===== src/rtl/core/level_ancestor_jump_pointers_unit_defines.svh =====
// Assertion macros used by the level-ancestor unit's controller.
`ifndef LEVEL_ANCESTOR_JUMP_POINTERS_UNIT_DEFINES_SVH
`define LEVEL_ANCESTOR_JUMP_POINTERS_UNIT_DEFINES_SVH

// Same-cycle implication, disabled while reset is asserted.
`define LAJP_ASSERT_IMP(lbl, clk_s, rstn_s, ante, cons) \
	lbl: assert property (@(posedge clk_s) disable iff (!rstn_s) (ante) |-> (cons)) \
		else $error("lajp assertion failed");

// Next-cycle implication, disabled while reset is asserted.
`define LAJP_ASSERT_NXT(lbl, clk_s, rstn_s, ante, cons) \
	lbl: assert property (@(posedge clk_s) disable iff (!rstn_s) (ante) |=> (cons)) \
		else $error("lajp assertion failed");

`endif


===== src/rtl/core/lajp_pkg.sv =====
// Types, codes and helper functions of the level-ancestor unit.
package lajp_pkg;

	localparam int FIELD_W         = 10;
	localparam int FL_W            = $clog2(FIELD_W);
	localparam int IN_DATA_W       = 32;
	localparam int IN_USER_W       = 1;
	localparam int OUT_DATA_W      = 16;
	localparam int STATUS_W        = 2;
	localparam int DEF_MAX_NODES   = 1024;
	localparam int DEF_JUMP_LEVELS = 10;

	localparam logic CMD_ADD   = 1'b0;
	localparam logic CMD_QUERY = 1'b1;

	typedef enum logic [STATUS_W-1:0] {
		ST_FOUND  = 2'd0,
		ST_NO_ANC = 2'd1,
		ST_ADDED  = 2'd2
	} status_t;

	typedef enum logic [2:0] {
		S_IDLE,
		S_ADD_DEP,
		S_ADD_ROW,
		S_Q_CHK,
		S_Q_ROW,
		S_RES
	} state_t;

	// source of the row memory read address
	typedef enum logic [1:0] {
		RS_PARENT,
		RS_CHAIN,
		RS_JUMP
	} row_src_t;

	typedef struct packed {
		logic     load_item;
		logic     dep_rd;
		logic     dep_from_jump;
		logic     add_init;
		logic     row_wr;
		logic     row_rd;
		row_src_t row_src;
		logic     k_inc;
		logic     q_advance;
		logic     res_load;
		status_t  res_code;
	} ctl_cmd_t;

	typedef struct packed {
		logic in_is_query;
		logic in_add_ok;
		logic in_node_ok;
		logic top_zero;
		logic k_at_top;
		logic lvl_gt;
		logic lvl_eq;
		logic step_last;
		logic jump_ok;
		logic out_full;
	} dp_sts_t;

	// index of the highest set bit; zero for zero
	function automatic logic [FL_W-1:0] floor_log2(input logic [FIELD_W-1:0] v);
		logic [FL_W-1:0] r;
		r = '0;
		for (int i = 0; i < FIELD_W; i++) begin
			if (v[i]) begin
				r = FL_W'(i);
			end
		end
		return r;
	endfunction

endpackage


===== src/rtl/core/lajp_ctrl.sv =====
// Controller state machine of the level-ancestor unit.
`include "level_ancestor_jump_pointers_unit_defines.svh"

module lajp_ctrl (
	input  logic               clk,
	input  logic               arst_n,
	input  logic               in_valid,
	output logic               in_ready,
	input  logic               out_ready,
	input  lajp_pkg::dp_sts_t  sts,
	output lajp_pkg::ctl_cmd_t cmd
);
	import lajp_pkg::*;

	state_t  state_q, state_d;
	status_t code_q, code_d;

	always_ff @(posedge clk or negedge arst_n) begin
		if (!arst_n) begin
			state_q <= S_IDLE;
			code_q  <= ST_ADDED;
		end else begin
			state_q <= state_d;
			code_q  <= code_d;
		end
	end

	always_comb begin
		state_d      = state_q;
		code_d       = code_q;
		cmd          = '0;
		cmd.row_src  = RS_PARENT;
		cmd.res_code = code_q;
		in_ready     = 1'b0;
		case (state_q)
			S_IDLE: begin
				in_ready = 1'b1;
				if (in_valid) begin
					cmd.load_item = 1'b1;
					cmd.dep_rd    = 1'b1;
					if (sts.in_is_query) begin
						if (sts.in_node_ok) begin
							state_d = S_Q_CHK;
						end else begin
							code_d  = ST_NO_ANC;
							state_d = S_RES;
						end
					end else if (sts.in_add_ok) begin
						state_d = S_ADD_DEP;
					end else begin
						code_d  = ST_ADDED;
						state_d = S_RES;
					end
				end
			end
			S_ADD_DEP: begin
				// store depth and row entry zero, then walk the parent's rows unless entry zero is the last
				cmd.add_init = 1'b1;
				cmd.row_wr   = 1'b1;
				if (sts.top_zero) begin
					code_d  = ST_ADDED;
					state_d = S_RES;
				end else begin
					cmd.row_rd  = 1'b1;
					cmd.row_src = RS_PARENT;
					state_d     = S_ADD_ROW;
				end
			end
			S_ADD_ROW: begin
				cmd.row_wr = 1'b1;
				if (sts.k_at_top) begin
					code_d  = ST_ADDED;
					state_d = S_RES;
				end else begin
					cmd.row_rd  = 1'b1;
					cmd.row_src = RS_CHAIN;
					cmd.k_inc   = 1'b1;
				end
			end
			S_Q_CHK: begin
				if (sts.lvl_gt) begin
					code_d  = ST_NO_ANC;
					state_d = S_RES;
				end else if (sts.lvl_eq) begin
					code_d  = ST_FOUND;
					state_d = S_RES;
				end else begin
					cmd.row_rd  = 1'b1;
					cmd.row_src = RS_JUMP;
					state_d     = S_Q_ROW;
				end
			end
			S_Q_ROW: begin
				// give up after the last allowed jump or on a bad node index
				if (sts.step_last || !sts.jump_ok) begin
					code_d  = ST_NO_ANC;
					state_d = S_RES;
				end else begin
					cmd.q_advance     = 1'b1;
					cmd.dep_rd        = 1'b1;
					cmd.dep_from_jump = 1'b1;
					state_d           = S_Q_CHK;
				end
			end
			S_RES: begin
				if (!sts.out_full || out_ready) begin
					cmd.res_load = 1'b1;
					state_d      = S_IDLE;
				end
			end
			default: begin
				state_d = S_IDLE;
			end
		endcase
	end

	`LAJP_ASSERT_NXT(a_accept_busy, clk, arst_n, in_valid && in_ready, state_q != S_IDLE)
	`LAJP_ASSERT_IMP(a_res_slot_free, clk, arst_n, cmd.res_load, !sts.out_full || out_ready)
	`LAJP_ASSERT_NXT(a_res_to_idle, clk, arst_n, cmd.res_load, state_q == S_IDLE)
	`LAJP_ASSERT_IMP(a_jump_bound, clk, arst_n, cmd.q_advance, !sts.step_last && sts.jump_ok)

endmodule


===== config.mk =====
export PLATFORM = sky130hd
export DESIGN_NAME = lajp_ctrl
export DESIGN_NICKNAME = d
export VERILOG_FILES = /design/src/rtl/core/lajp_pkg.sv /design/src/rtl/core/lajp_ctrl.sv
export VERILOG_INCLUDE_DIRS = /design/src /design/src/rtl/core
export SDC_FILE = /design/constraint.sdc
export NUM_CORES = 1
export LEC_CHECK = 0
export ABC_AREA = 1
export BUFFER_PORTS_ARGS = -buffer_cell sky130_fd_sc_hd__buf_2
export CAP_MARGIN = 5
export CELL_PAD_IN_SITES_DETAIL_PLACEMENT = 0
export CELL_PAD_IN_SITES_GLOBAL_PLACEMENT = 1
export CORE_MARGIN = 4
export CORE_UTILIZATION = 30
export CTS_CLUSTER_DIAMETER = 80
export DETAILED_ROUTE_END_ITERATION = 8
export PLACE_DENSITY = 0.82
export SYNTH_ARGS = -nofsm -noshare
export SYNTH_HDL_FRONTEND = slang
export SYNTH_SLANG_ARGS = --single-unit

===== constraint.sdc =====
create_clock -name clk -period 3.75 [get_ports clk]
set_clock_uncertainty 0.05 [all_clocks]
set_input_delay 0.75 -clock clk [delete_from_list [all_inputs] [get_ports clk]]
set_output_delay 0.75 -clock clk [all_outputs]
set_load 0.005 [all_outputs]

==> results.cfg <==
[floorplan]
num_rows = 15
initial_utilization_pct = 31.4
ios = 28
die_x_um = 50.3
die-area_um2 = 2530
core-area_um2 = 1710
die_h_um = 50.3

[synth]
synth.distinct_cells = 18
yosys.area_share.simple_pct = 55.8
synth_seq_cells = 5
synth_top_cell_area_share_pct = 18.7
syn_area_per_cell_um2 = 6.30
synth_top_family_by_area = simple AND/OR/NAND/NOR gates
seq_area_frac_synth_pct = 23.6
synth-adder-area-share_pct = 0
synthesis.nets = 99
synth_xor_area_share_pct = 0
synth_compound_area_share_pct = 5.84
yosys_warnings = 0
netlist_area_um2 = 536
synth_mux_area_share_pct = 0
syn_inst = 85
synth_area_leaders = dfrtp_1, nand2_1, nand3_1
yosysTopAreaCell = dfrtp_1

[setup_path]
path_cells = nor2_4 > nand4_1 > o21ai_0 > buf_2
crit_buf_inv = 1
cp_slowest_cell = dfrtp_1
max_stage_delay_ps = 480
crit_fanout = 8
crit-reg2reg-launch = state_q[2]$_DFFE_PN0P_
r2r_end = code_q[0]$_DFFE_PN0P_
critPathRequiredTime_ps = 2950
worstSetupStartpointType = register
reg2reg_depth = 7
cp.arrival_ps = 1380
end_kind = output pin
cp_top_family = flip-flops
crit_type = register to output pin
reg2reg_slack_ps = 2370

[clocking]
clk_pin_slew_ps = 40
clock_latency_ps = 240
post_cts_buffers = 0
cts_tree = built
cts_inserted_buffers = 3
cts_resized = 0
cts-htree-levels = 1
cts_buffer_depth = 2
clock_sinks = 5
cts_hold_buf = 0
cts_root_buf = clkbuf_4

[sta]
finalSetupViolations = 0
setup_tns_ps = 0
report.final.slew_viol_count = 0
max_slew_margin_pct = 76.4
setup_ws_ps = 1570
final_hold_viol_count = 0
rsz0062_at_grt = no
fin_crit_ps = 2180
fin_crit_sh_pct = 58.2
timing.fmax_ghz = 0.458
worst_slew_pin_slew_ps = 354

[place]
hpwl_um = 1180
gp_congestion = 0.777
portBuffers = 27
place_ws_ps = 1620

[worst_hold_path]
min_path_type = input port to asynchronous set/reset pin

[routing]
antenna_left = 0
drc_errors = 0
vias_per_cell = 4.35
wl_um = 1350
vias = 605
drtIter0Drc = 5
wl_per_cell_um = 9.71
drt-pass1-iter-count = 3

[global_route]
top_usage_layer = met2
antenna_found_initial = 0
grt_use_met3_pct = 3.86
grt_pass1_vias = 588
grt_usage_pct = 12.0
grt_max_degree = 9
overflow = 0
met2_usage_pct = 20.7
grt_use_met1_pct = 14.3
grt_pass1_wl_um = 2390

[cells_and_area]
drive_gt1_share_pct = 43.9
final_cell_mix = buf_2, nand2_1, inv_1
layout_commonest_cell = buf_2
finalNetCount = 129
antenna_cells = 0
area_growth_pct = 33.2

[power]
power_density_nw_per_um2 = 726
p_leak_nw = 0.470
vdd_drop_max_uv = 287

[run_status]
status = finished, final reports clean

[run]
drv_cap = 0
[state kept, by name (all words and copies together) (netlist names)]
name,count
code_q,2
state_q,3
[per-layer routing]
metal | vias to the layer above | part of all wire [%]
li1 | 323 | -
met1 | 265 | 42
met2 | 15 | 50
met3 | 2 | 6.7
met4 | 0 | 0.74
met5 | - | 0
[per-stage QoR]
step / cells / utilization, % / area (um^2) / power [mW] / hold slack [ps]
after CTS: 139 / 41.8 / 713 / 0.529 / 250
final: 139 / 41.8 / 713 / 0.518 / 259
after detailed placement: 135 / 40.2 / 687 / 0.463 / 403
after global placement: 135 / 40.2 / 687 / 0.460 / 406
after floorplan: 85 / - / 536 / 0.365 / 401
after global routing: 139 / 41.8 / 713 / 0.588 / 253
[cell usage after synthesis, drive strengths merged]
cell type / number
inv: 17
a21oi: 2
buf: 2
dfstp: 1
dfrtp: 4
nand3: 13
nor2: 11
nor4: 1
o211ai: 1
o21ai: 2
nand4: 3
nand2: 28
[how the worst max path moves through the flow]
stage | start | endpoint | depth (start not counted)
4_1_cts | state_q[0]$_DFFE_PN0P_ | cmd[11] | 4
5_1_grt | state_q[0]$_DFFE_PN0P_ | cmd[11] | 4
3_3_place_gp | sts[3] | cmd[7] | 5
3_5_place_dp | sts[3] | cmd[7] | 5
6_report | state_q[0]$_DFFE_PN0P_ | cmd[11] | 4
2_1_floorplan | sts[2] | cmd[10] | 4
[worst reg2reg max path, stage by stage, from the launching register on]
cell	delay (ps)
dfrtp_1	540
inv_2	150
nand4_1	190
nand2_2	80
nor2_4	110
nand2_2	60
nand2_1	50
nand2_1	40
[cell families (layout without fill, tap and decap cells)]
family,Yosys count,in the layout
simple gates,56,56
buf+inv,19,48
compound gates,5,5
flops,5,5
[area by class of cell]
class,instances,area (um^2)
multi-input combinational,61,330
clock buffer,4,26.3
sequential,5,126
inverter,17,63.8
fill,193,995
tap,25,31.3
timing repair buffer,27,135
[report_power, final]
group	leakage (nW)	switching, mW	internal, mW
Sequential	0.0603	0.0429	0.0851
Clock	0.0150	0.0212	0.0402
Combinational	0.395	0.198	0.131
Power figures use the tool's default switching activity.
